$ cat config.mk
export PLATFORM = sky130hd
export DESIGN_NAME = tof_frame_parser_moving_average
export DESIGN_NICKNAME = d
export VERILOG_FILES = /design/src/hdl/tfpma_pkg.sv /design/src/hdl/tof_frame_parser_moving_average.sv /design/src/hdl/tfpma_ram.sv /design/src/hdl/tfpma_parser.sv /design/src/hdl/tfpma_div.sv
export SDC_FILE = /design/constraint.sdc
export NUM_CORES = 1
export LEC_CHECK = 0
export BUFFER_PORTS_ARGS = -buffer_cell sky130_fd_sc_hd__buf_2
export CAP_MARGIN = 20
export CORE_MARGIN = 2
export CORE_UTILIZATION = 60
export CTS_BUF_LIST = sky130_fd_sc_hd__clkbuf_16
export DETAILED_ROUTE_END_ITERATION = 8
export GPL_TIMING_DRIVEN = 0
export PLACE_DENSITY_LB_ADDON = 0.3
export REMOVE_ABC_BUFFERS = 1
export SYNTH_ARGS = -nofsm -noshare
export SYNTH_HDL_FRONTEND = slang
export SYNTH_HIERARCHICAL = 1
export SYNTH_SLANG_ARGS = --single-unit
$ cat constraint.sdc
create_clock -name aclk -period 4.3 [get_ports aclk]
set_input_delay 0.86 -clock aclk [delete_from_list [all_inputs] [get_ports aclk]]
set_output_delay 0.86 -clock aclk [all_outputs]
set_load 0.05 [all_outputs]
$ cat src/hdl/tfpma_pkg.sv
// ============================================================================
// tfpma_pkg
// Shared constants and types for the range frame parser with moving average.
// ============================================================================
`default_nettype none

package tfpma_pkg;

    // frame format
    localparam logic [7:0] HDR_BYTE   = 8'h57;
    localparam logic [7:0] MARK_BYTE  = 8'h00;
    localparam logic [3:0] FRAME_LAST = 4'd15;   // checksum byte position

    // field widths
    localparam int RAW_W = 24;
    localparam int AVG_W = 32;

    // averaging window, 1 to 64 samples
    localparam int AVG_DEPTH = 8;
    localparam int SLOT_W    = (AVG_DEPTH > 1) ? $clog2(AVG_DEPTH) : 1;
    localparam int CNT_W     = $clog2(AVG_DEPTH + 1);

    // running sum and Q.8 dividend
    localparam int SUM_W     = RAW_W + CNT_W;
    localparam int DVD_W     = SUM_W + 8;
    localparam int DIV_CNT_W = $clog2(DVD_W + 1);

    // completed frame from the parser
    typedef struct packed {
        logic                    done;  // good frame ends on this item
        logic signed [RAW_W-1:0] raw;
    } frame_t;

endpackage

`default_nettype wire

$ cat src/hdl/tof_frame_parser_moving_average.sv
// ============================================================================
// tof_frame_parser_moving_average
// Range sensor frame parser with a moving average over the last samples.
// ============================================================================
// After the checksum byte of a good frame the ring update (ST_SUM), the
//   bit-serial divider (ST_DIV) and the output register (ST_OUT) run in turn.
// Throughput: one byte per cycle inside a frame; after a good frame the input
//   stalls while the ring, the divider and the output register are in use.
// Reset: aresetn (synchronous, active low) clears the byte position, ring
//   slot, fill flag and running sum; ring contents are never cleared.
// ============================================================================
`default_nettype none

module tof_frame_parser_moving_average (
    input  wire logic        aclk,
    input  wire logic        aresetn,
    // input item stream
    input  wire logic        s_tvalid,
    output logic             s_tready,
    input  wire logic [7:0]  s_tdata,   // [7:0] rx_byte
    // result item stream
    output logic             m_tvalid,
    input  wire logic        m_tready,
    output logic [55:0]      m_tdata    // [31:0] distance_avg, [55:32] distance_raw
);
    import tfpma_pkg::*;

    // control states
    localparam logic [1:0] ST_IDLE = 2'd0;  // taking bytes
    localparam logic [1:0] ST_SUM  = 2'd1;  // old ring entry on read port
    localparam logic [1:0] ST_DIV  = 2'd2;  // divider running
    localparam logic [1:0] ST_OUT  = 2'd3;  // wait for output register

    logic [1:0]               state_reg, state_next;
    logic [SLOT_W-1:0]        slot_reg,  slot_next;
    logic                     full_reg,  full_next;
    logic signed [SUM_W-1:0]  sum_reg,   sum_next;
    logic [CNT_W-1:0]         count_reg, count_next;
    logic signed [RAW_W-1:0]  raw_reg,   raw_next;
    logic                     div_start_reg, div_start_next;
    logic                     m_valid_reg, m_valid_next;
    logic [55:0]              m_data_reg,  m_data_next;

    logic                     s_accept;
    frame_t                   frame;
    logic [RAW_W-1:0]         ring_rdata;
    logic signed [RAW_W-1:0]  old_sample;
    logic                     slot_wrap;
    logic                     div_done;
    logic signed [AVG_W-1:0]  avg;

    assign s_tready = (state_reg == ST_IDLE);
    assign s_accept = s_tvalid && s_tready;

    tfpma_parser u_parser (
        .aclk    (aclk),
        .aresetn (aresetn),
        .byte_en (s_accept),
        .byte_in (s_tdata),
        .frame   (frame)
    );

    // ring of samples: the slot about to be overwritten is read as the frame
    // ends, and the new sample written back in the next cycle (ST_SUM)
    tfpma_ram #(
        .WIDTH (RAW_W),
        .DEPTH (AVG_DEPTH)
    ) u_ring (
        .clk   (aclk),
        .we    (state_reg == ST_SUM),
        .waddr (slot_reg),
        .wdata (raw_reg),
        .raddr (slot_reg),
        .rdata (ring_rdata)
    );

    tfpma_div u_div (
        .aclk     (aclk),
        .aresetn  (aresetn),
        .start    (div_start_reg),
        .dividend ({sum_reg, 8'b0}),
        .divisor  (count_reg),
        .done     (div_done),
        .quotient (avg)
    );

    // slot entry only holds a sample once the ring has wrapped
    assign old_sample = full_reg ? $signed(ring_rdata) : '0;
    assign slot_wrap  = (slot_reg == SLOT_W'(AVG_DEPTH - 1));

    always_comb begin
        state_next     = state_reg;
        slot_next      = slot_reg;
        full_next      = full_reg;
        sum_next       = sum_reg;
        count_next     = count_reg;
        raw_next       = raw_reg;
        div_start_next = 1'b0;
        m_valid_next   = m_valid_reg;
        m_data_next    = m_data_reg;

        if (m_valid_reg && m_tready) begin
            m_valid_next = 1'b0;
        end

        case (state_reg)
            ST_IDLE: begin
                if (frame.done) begin
                    raw_next   = frame.raw;
                    state_next = ST_SUM;
                end
            end
            ST_SUM: begin
                // running sum: drop the overwritten sample, add the new one
                sum_next = sum_reg - SUM_W'(old_sample) + SUM_W'(raw_reg);
                if (slot_wrap) begin
                    slot_next = '0;
                    full_next = 1'b1;
                end else begin
                    slot_next = slot_reg + 1'b1;
                end
                count_next = (slot_wrap || full_reg) ? CNT_W'(AVG_DEPTH)
                                                     : CNT_W'(slot_reg) + 1'b1;
                div_start_next = 1'b1;
                state_next     = ST_DIV;
            end
            ST_DIV: begin
                if (div_done) begin
                    state_next = ST_OUT;
                end
            end
            ST_OUT: begin
                if (!m_valid_reg || m_tready) begin
                    m_valid_next = 1'b1;
                    m_data_next  = {raw_reg, avg};
                    state_next   = ST_IDLE;
                end
            end
            default: state_next = ST_IDLE;
        endcase
    end

    always_ff @(posedge aclk) begin
        if (!aresetn) begin
            state_reg     <= ST_IDLE;
            slot_reg      <= '0;
            full_reg      <= 1'b0;
            sum_reg       <= '0;
            div_start_reg <= 1'b0;
            m_valid_reg   <= 1'b0;
        end else begin
            state_reg     <= state_next;
            slot_reg      <= slot_next;
            full_reg      <= full_next;
            sum_reg       <= sum_next;
            div_start_reg <= div_start_next;
            m_valid_reg   <= m_valid_next;
        end
        count_reg  <= count_next;
        raw_reg    <= raw_next;
        m_data_reg <= m_data_next;
    end

    assign m_tvalid = m_valid_reg;
    assign m_tdata  = m_data_reg;

    // ------------------------------------------------------------------------
    // checks
    // ------------------------------------------------------------------------
    a_div_nonzero: assert property (@(posedge aclk) disable iff (!aresetn)
        div_start_reg |-> (count_reg != '0))
        else $error("divider started with zero count");

    a_done_in_div: assert property (@(posedge aclk) disable iff (!aresetn)
        div_done |-> (state_reg == ST_DIV))
        else $error("divider finished outside divide state");

    a_result_from_out: assert property (@(posedge aclk) disable iff (!aresetn)
        (m_valid_next && !m_valid_reg) |-> (state_reg == ST_OUT))
        else $error("result item loaded outside output state");

    a_no_byte_while_busy: assert property (@(posedge aclk) disable iff (!aresetn)
        (state_reg == ST_SUM) |=> (state_reg == ST_DIV) && !s_tready)
        else $error("ring update did not hand over to divider");

endmodule

`default_nettype wire

$ cat src/hdl/tfpma_ram.sv
// ============================================================================
// tfpma_ram
// Generic single-clock RAM, one write port, one read port, registered read.
// ============================================================================
`default_nettype none

module tfpma_ram #(
    parameter int WIDTH = 24,
    parameter int DEPTH = 8
) (
    input  wire logic                                         clk,
    input  wire logic                                         we,
    input  wire logic [((DEPTH > 1) ? $clog2(DEPTH) : 1)-1:0] waddr,
    input  wire logic [WIDTH-1:0]                             wdata,
    input  wire logic [((DEPTH > 1) ? $clog2(DEPTH) : 1)-1:0] raddr,
    output logic      [WIDTH-1:0]                             rdata
);

    logic [WIDTH-1:0] mem [DEPTH];
    logic [WIDTH-1:0] rdata_reg;

    always_ff @(posedge clk) begin
        if (we) begin
            mem[waddr] <= wdata;
        end
        rdata_reg <= mem[raddr];
    end

    assign rdata = rdata_reg;

endmodule

`default_nettype wire

$ cat src/hdl/tfpma_parser.sv
// ============================================================================
// tfpma_parser
// Header hunt, running checksum and distance capture over a 16-byte frame.
// ============================================================================
`default_nettype none

module tfpma_parser (
    input  wire logic             aclk,
    input  wire logic             aresetn,
    input  wire logic             byte_en,
    input  wire logic [7:0]       byte_in,
    output tfpma_pkg::frame_t     frame
);
    import tfpma_pkg::*;

    logic [3:0]       pos_reg,  pos_next;
    logic [7:0]       csum_reg, csum_next;
    logic             mark_reg, mark_next;
    logic [RAW_W-1:0] dist_reg, dist_next;
    logic             take;

    // outside a frame only the header byte starts one
    assign take = byte_en && ((pos_reg != 4'd0) || (byte_in == HDR_BYTE));

    always_comb begin
        pos_next  = pos_reg;
        csum_next = csum_reg;
        mark_next = mark_reg;
        dist_next = dist_reg;
        if (take) begin
            pos_next  = pos_reg + 4'd1;
            csum_next = (pos_reg == 4'd0) ? byte_in : csum_reg + byte_in;
            case (pos_reg)
                4'd1:    mark_next = (byte_in == MARK_BYTE);
                4'd8:    dist_next[7:0]   = byte_in;
                4'd9:    dist_next[15:8]  = byte_in;
                4'd10:   dist_next[23:16] = byte_in;
                default: ;
            endcase
        end
    end

    always_ff @(posedge aclk) begin
        if (!aresetn) begin
            pos_reg <= 4'd0;
        end else begin
            pos_reg <= pos_next;
        end
        csum_reg <= csum_next;
        mark_reg <= mark_next;
        dist_reg <= dist_next;
    end

    assign frame.done = take && (pos_reg == FRAME_LAST) && mark_reg && (csum_reg == byte_in);
    assign frame.raw  = $signed(dist_reg);

endmodule

`default_nettype wire

$ cat src/hdl/tfpma_div.sv
// ============================================================================
// tfpma_div
// Serial signed divider, one quotient bit per cycle, truncates toward zero.
// ============================================================================
`default_nettype none

module tfpma_div (
    input  wire logic                                  aclk,
    input  wire logic                                  aresetn,
    input  wire logic                                  start,
    input  wire logic signed [tfpma_pkg::DVD_W-1:0]    dividend,
    input  wire logic        [tfpma_pkg::CNT_W-1:0]    divisor,
    output logic                                       done,
    output logic signed [tfpma_pkg::AVG_W-1:0]         quotient
);
    import tfpma_pkg::*;

    logic                 busy_reg, busy_next;
    logic                 done_reg, done_next;
    logic [DIV_CNT_W-1:0] cnt_reg,  cnt_next;
    logic [DVD_W-1:0]     mag_reg,  mag_next;
    logic [CNT_W-1:0]     rem_reg,  rem_next;
    logic [CNT_W-1:0]     den_reg,  den_next;
    logic                 neg_reg,  neg_next;
    logic [CNT_W:0]       trial;
    logic                 ge;
    logic [DVD_W-1:0]     q_signed;

    assign trial = {rem_reg, mag_reg[DVD_W-1]};
    assign ge    = (trial >= {1'b0, den_reg});

    always_comb begin
        busy_next = busy_reg;
        done_next = 1'b0;
        cnt_next  = cnt_reg;
        mag_next  = mag_reg;
        rem_next  = rem_reg;
        den_next  = den_reg;
        neg_next  = neg_reg;
        if (start) begin
            busy_next = 1'b1;
            cnt_next  = '0;
            neg_next  = dividend[DVD_W-1];
            mag_next  = dividend[DVD_W-1] ? DVD_W'(-dividend) : DVD_W'(dividend);
            rem_next  = '0;
            den_next  = divisor;
        end else if (busy_reg) begin
            mag_next = {mag_reg[DVD_W-2:0], ge};
            rem_next = ge ? CNT_W'(trial - {1'b0, den_reg}) : trial[CNT_W-1:0];
            cnt_next = cnt_reg + 1'b1;
            if (cnt_reg == DIV_CNT_W'(DVD_W - 1)) begin
                busy_next = 1'b0;
                done_next = 1'b1;
            end
        end
    end

    always_ff @(posedge aclk) begin
        if (!aresetn) begin
            busy_reg <= 1'b0;
            done_reg <= 1'b0;
        end else begin
            busy_reg <= busy_next;
            done_reg <= done_next;
        end
        cnt_reg <= cnt_next;
        mag_reg <= mag_next;
        rem_reg <= rem_next;
        den_reg <= den_next;
        neg_reg <= neg_next;
    end

    // quotient magnitude always fits the result width
    assign q_signed = neg_reg ? -mag_reg : mag_reg;
    assign quotient = $signed(q_signed[AVG_W-1:0]);
    assign done     = done_reg;

endmodule

`default_nettype wire

== Word-level counts from Yosys, hierarchy flattened ==
Memory sizes are Yosys's and may differ from the RTL's. A register that Yosys moved wholly into a read port is not among the register bits.
Cells that the tools add are included.

* Flip-flop bits (word level): 210
* Bits in writable memories: 192
* Bits of input ports: 12
* Output and inout port bits: 58
* Logic and storage cells: 96
* Memories kept: 1

{| class="wikitable"
|+ Memories
! memory !! depth !! width !! rd ports !! clocked after Yosys merged registers in !! wr ports !! line !! RTL
|-
| u_ring.mem || 8 || 24 || 1 || 1 || 1 || tfpma_ram.sv:19 || <nowiki>logic [WIDTH-1:0] mem [DEPTH];</nowiki>
|}

* Add/sub/neg operators: 10
* Order comparisons: 1
* Equality and inequality tests: 15
* Mux-type cells: 21
* Bitwise gates (word level): 2
* Reduce and logical (&&, ||, !) cells: 24

{| class="wikitable"
|+ Operator list
! kind !! count
|-
| $mux 36 || 3
|-
| $neg 36->36 || 1
|-
| $mux 32 || 1
|-
| $neg 32->32 || 1
|-
| $add 28x24->28 || 1
|-
| $sub 28x24->28 || 1
|-
| $mux 24 || 1
|-
| $eq 4x4->1 const B || 4
|-
| $reduce_and 2->1 || 7
|-
| $mux 1 || 9
|-
| $add 8x8->8 || 1
|-
| $eq 8x7->1 const B || 1
|-
| $eq 8x8->1 || 1
|-
| $logic_not 8->1 || 1
|-
| $mux 8 || 1
|-
| $pmux 2 s4 || 1
|-
| $add 6x1->6 const B || 1
|-
| $eq 6x6->1 const B || 1
|-
| $logic_and 1x1->1 || 6
|-
| $mux 2 || 3
|-
| $ge 5x4->1 || 1
|-
| $add 3x1->4 const B || 1
|-
| $add 4x1->4 const B || 1
|-
| $eq 2x2->1 const B || 2
|-
| other kinds (18) || 22
|}

== Longest topological paths before layout ==
* Depth after elaboration: 8
* Gate-level depth with buffers: 13
* Gate-level depth less buffers: 12

== Hierarchy ==
The synthesis kept the hierarchy.

{| class="wikitable"
|+ By module, submodules not included
! module !! instances !! cells each !! area an instance (um2) !! seq. area each (um2)
|-
| tfpma_ram || 1 || 314 || 7797.5 || 6246.0
|-
| tof_frame_parser_moving_average || 1 || 590 || 6457.4 || 3243.1
|-
| tfpma_div || 1 || 418 || 3793.6 || 1471.4
|-
| tfpma_parser || 1 || 141 || 1789.2 || 1071.0
|}

== Worst setup path after synthesis ==
OpenSTA, ideal clock, no wires.

* Path kind: input to register
* Start point: input port m_tready
* End point: register m_data_reg[0] (netlist: m_tdata[0]), enable pin
* Setup time: 477 ps
* Arrival: 3434 ps
* Data required time: 3823 ps
* Slack: 390 ps
* Stages on the path: 2
* Path buffers: 0
* Cells stage by stage: nor2b_1 -> nor2b_1

* Cells in the longest elaborated chain, start to end: 2

{| class="wikitable"
|+ Ends and longest elaborated chain
! item !! line !! RTL
|-
| start: declaration || tof_frame_parser_moving_average.sv:23 || <nowiki>input wire logic m_tready,</nowiki>
|-
| $logic_or 1x1->1 || tof_frame_parser_moving_average.sv:133 || <nowiki>if (!m_valid_reg || m_tready) begin</nowiki>
|-
| $reduce_and 2->1 (no line) || n/a ||
|-
| end signal: assignment || tof_frame_parser_moving_average.sv:161 || <nowiki>m_data_reg <= m_data_next;</nowiki>
|-
| end: declaration || tof_frame_parser_moving_average.sv:42 || <nowiki>logic [55:0] m_data_reg, m_data_next;</nowiki>
|}

Every way passes these cells.
A chain may end at the register's enable or synchronous reset.

== Final worst setup path ==
* Start point: register full_reg
* End point: register sum_reg[24]

* Cells in the longest elaborated chain, start to end: 3

{| class="wikitable"
|+ Ends and longest elaborated chain
! item !! line !! RTL
|-
| start: declaration || tof_frame_parser_moving_average.sv:36 || <nowiki>logic full_reg, full_next;</nowiki>
|-
| start signal: assignment || tof_frame_parser_moving_average.sv:154 || <nowiki>full_reg <= full_next;</nowiki>
|-
| $mux 24 || tof_frame_parser_moving_average.sv:88 || <nowiki>assign old_sample = full_reg ? $signed(ring_rdata) : '0;</nowiki>
|-
| $sub 28x24->28 || tof_frame_parser_moving_average.sv:115 || <nowiki>sum_next = sum_reg - SUM_W'(old_sample) + SUM_W'(raw_reg);</nowiki>
|-
| $add 28x24->28 || tof_frame_parser_moving_average.sv:115 ||
|-
| end signal: assignment || tof_frame_parser_moving_average.sv:155 || <nowiki>sum_reg <= sum_next;</nowiki>
|-
| end: declaration || tof_frame_parser_moving_average.sv:37 || <nowiki>logic signed [SUM_W-1:0] sum_reg, sum_next;</nowiki>
|}

Every way passes these cells.

==> results.txt <==
----------------------------------------------------
[Global route]
  Wire length of the first global-routing pass ... 62580 µm
  Fraction of met3 tracks used by global routing ... 0.03620
  Global route overflow ... 0
  Antenna violations before repair ... 0
  Met2 GRT Util ... 0.4015
  Grt peak-use layer ... met2
  Maximum number of pins on one net before global-route repair ... 56
  All-Layer GR Usage ... 0.2358
  Number of global-route vias before repair ... 11490
  Global-route met1 utilization ... 0.3184

[Drt]
  Mean routed wirelength per cell ... 19.28 µm
  Remaining antenna violation count after routing ... 0
  Number of vias after detailed routing ... 11640
  DR DRC count ... 0
  Drt pass-1 iters ... 5
  Aggregate routed wire length ... 39360 µm
  Via density per instance ... 5.704
  Number of DRC markers in iteration 0 ... 800

[Timing]
  Final setup skew ... 15.12 ps
  Setup repair after global routing missed its margin ... false
  Total count of max-transition violations in the final report ... 0
  Final hold violations ... 0
  Tcrit/Tclk final ... 0.8762
  # setup viols final ... 0
  Minimum clock period ... 3768 ps
  Maximum operating frequency ... 265.4 MHz
  Least-Margin Pin Slew ... 984.0 ps
  Worst rel slew slack ... 0.3431
  Final-layout worst hold slack ... 412.6 ps

[Synth]
  Mapped Avg Cell Area ... 13.56 µm²
  Number of flip-flops and latches in the synthesized netlist ... 426
  EDFF count, synth ... 350
  Share of flip-flops with an asynchronous set or reset after synthesis ... 0
  Synth warnings ... 6
  Sequential area share after synthesis ... 0.6065
  Cell variety after synth ... 84
  Most common flop cell mapped by yosys ... edfxtp_1
  Combined area of all synthesized cells ... 19840 µm²
  Gate count of the mapped netlist ... 1463

[Clock tree]
  H-tree levels ... 2
  Setup Buffers After CTS ... 0
  CTS buffer count ... 43
  Number of hold buffers added after cts ... 0
  Clock net sink count ... 426
  Cell chosen for the clock root ... clkbuf_16
  Bufs on Longest Clock Path ... 3
  Clock Pin Slew Worst Setup and Hold Paths ... 60 ps
  Clock insertion delay at the later pin of the skew report ... 550 ps
  PostCTS Resize Cnt ... 0
  TritonCTS clock tree ... done

[Die]
  Core area ... 32540 µm²
  Horizontal die dimension ... 185.8 µm
  Top-Level Pins ... 70
  Initial standard-cell utilization of the core ... 0.6097
  Area of the die ... 34530 µm²
  Total number of placement rows ... 66
  Vert. Die Dim ... 185.8 µm

[Worst setup path]
  Crit path kind ... reg -> reg
  Worst path most repeated cell ... o211ai_1
  Library cell contributing the largest single delay on the critical path ... dfxtp_1
  RR Startpoint ... full_reg
  R2R setup slack ... 530 ps
  Cell-by-cell listing of the critical path ... and2_1 -> fa_1 -> inv_1 -> ha_1 -> o211ai_1 -> o211ai_1 -> a21oi_1 -> nor4_1 -> o21ai_1 -> a21o_1 -> a32o_1
  Critical path peak fanout ... 27
  Path depth of the worst reg2reg path ... 11
  Max incr delay on CP ... 790 ps
  Crit path arrival time ... 4200 ps
  Category of the worst setup path capture point ... flop
  Startpoint types ... flop
  Worst flop-to-flop path endpoint ... sum_reg[24]
  Required @ worst endpoint ... 4730 ps

[Hold path]
  Hold crit path type ... reg -> reg
  Hold EP ... raw_reg[21]
  Hold Crit Depth ... 0
  Hold path startpoint ... u_parser/dist_reg[21]

[Final layout]
  Area grow syn2layout ... 12.05%
  Net count, final ... 1658
  Top library cells by usage in the layout, fill and taps aside ... edfxtp_1, inv_1, nor2_1
  Most common library cell in the layout ignoring fill and taps ... edfxtp_1
  Proportion of layout cells with a drive suffix above 1 ... 0.1595
  Antenna cells ... 0
  Max reg flops ... 192
  Filler cell count ... 2298

[Power]
  Leakage component of the power ... 7.867 nW
  PD cells ... 362.4 nW/µm²
  Max IR drop VDD ... 0.3138 mV
  Tot Pwr ... 8.055 mW

[Run status]
  Outcome ... completed

[Placement]
  Half-perimeter wire length of the detailed placement result ... 25650 µm
  Total of buffers placed on input and output ports ... 69
  Routability-driven placement congestion ratio ... 0.8709

[Flow run]
  Max-capacitance violation count ... 0

----------------------------------------------------
[cells in the mapped netlist, types with 12 or more instances]
cell type | number | area, µm²
nand4_1 | 12 | 75.07
nand2_1 | 68 | 255.2
mux2_2 | 14 | 157.7
mux2i_1 | 19 | 190.2
inv_1 | 134 | 503.0
dfxtp_1 | 76 | 1521
or3_1 | 16 | 100.1
and2_1 | 33 | 206.5
mux4_2 | 48 | 1081
fa_1 | 29 | 580.6
edfxtp_1 | 350 | 10510
a21oi_1 | 73 | 365.4
o21ai_0 | 34 | 170.2
o21ai_1 | 21 | 105.1
xor2_1 | 35 | 306.5
nand3_1 | 15 | 75.07
xnor2_1 | 58 | 508.0
nor3_1 | 22 | 110.1
clkbuf_1 | 37 | 138.9
nor2_1 | 103 | 386.6
mux2_4 | 13 | 195.2
o31ai_1 | 20 | 150.1
ha_1 | 52 | 650.6
o41ai_1 | 12 | 105.1
[how the worst max path moves through the flow]
stage	from	to	cells after the start
2_1_floorplan	slot_reg[0]	u_ring/mem[3][0]	2
3_3_place_gp	slot_reg[0]	u_ring/mem[4][22]	1
3_5_place_dp	full_reg	sum_reg[27]	11
4_1_cts	full_reg	sum_reg[27]	11
5_1_grt	full_reg	sum_reg[24]	11
6_report	full_reg	sum_reg[24]	11
[per-stage QoR]
stage               instances  utilization  worst slack [ps]  setup TNS, ps  cell area (µm²)
floorplan                1439            -             341.7              0            19690
global placement         1950       0.6327             -2374        -347910            20590
detailed placement       1961       0.6403             547.8              0            20830
CTS                      2040       0.6823             526.6              0            22200
global route             2041       0.6832             286.0              0            22230
finish                   2041       0.6832             532.4              0            22230
[cell families after synthesis]
family / count (synthesis) / synth area share
buffers and inverters: 188 / 0.03860
multiplexers: 94 / 0.08187
other: 1 / 0.0001890
adder cells (fa/ha/maj): 81 / 0.06206
flip-flops: 426 / 0.6065
AO/OA/AOI/OAI: 235 / 0.08016
AND/OR/NAND/NOR: 345 / 0.08956
XOR/XNOR: 93 / 0.04106
[power breakdown]
part / total (mW) / switching, mW / internal, mW / leakage, nW
registers: 4.40 / 0.000169 / 4.40 / 3.67
logic: 0.0706 / 0.0480 / 0.0226 / 3.48
clock network: 3.58 / 1.53 / 2.05 / 0.723
total: 8.05 / 1.58 / 6.47 / 7.87
[critical path, delay by kind of cell (launching register included)]
family,cells,cell delay (ps)
AOI/OAI and AO/OA,6,1340
buffers and inverters,1,80
DFF,1,790
adders and majority gates,2,640
and+or+nand+nor,2,810
[routing by layer]
| layer | share of wire | vias to the layer above |
|---|---|---|
| met2 | 0.49 | 295 |
| met4 | 0.023 | 0 |
| met5 | 0 | - |
| li1 | - | 5565 |
| met3 | 0.053 | 59 |
| met1 | 0.44 | 5722 |
[layout make-up]
cell class,instances,area (µm²),area share
sequential,426,12040,0.5416
multi-input combinational,876,7207,0.3242
clock buffer,44,1101,0.04954
tap,442,553.0,0.02488
timing repair buffer,81,548.0,0.02466
inverter,137,514.2,0.02314
clock inverter,35,265.3,0.01193
No activity file was read; power rests on OpenSTA's default activity.
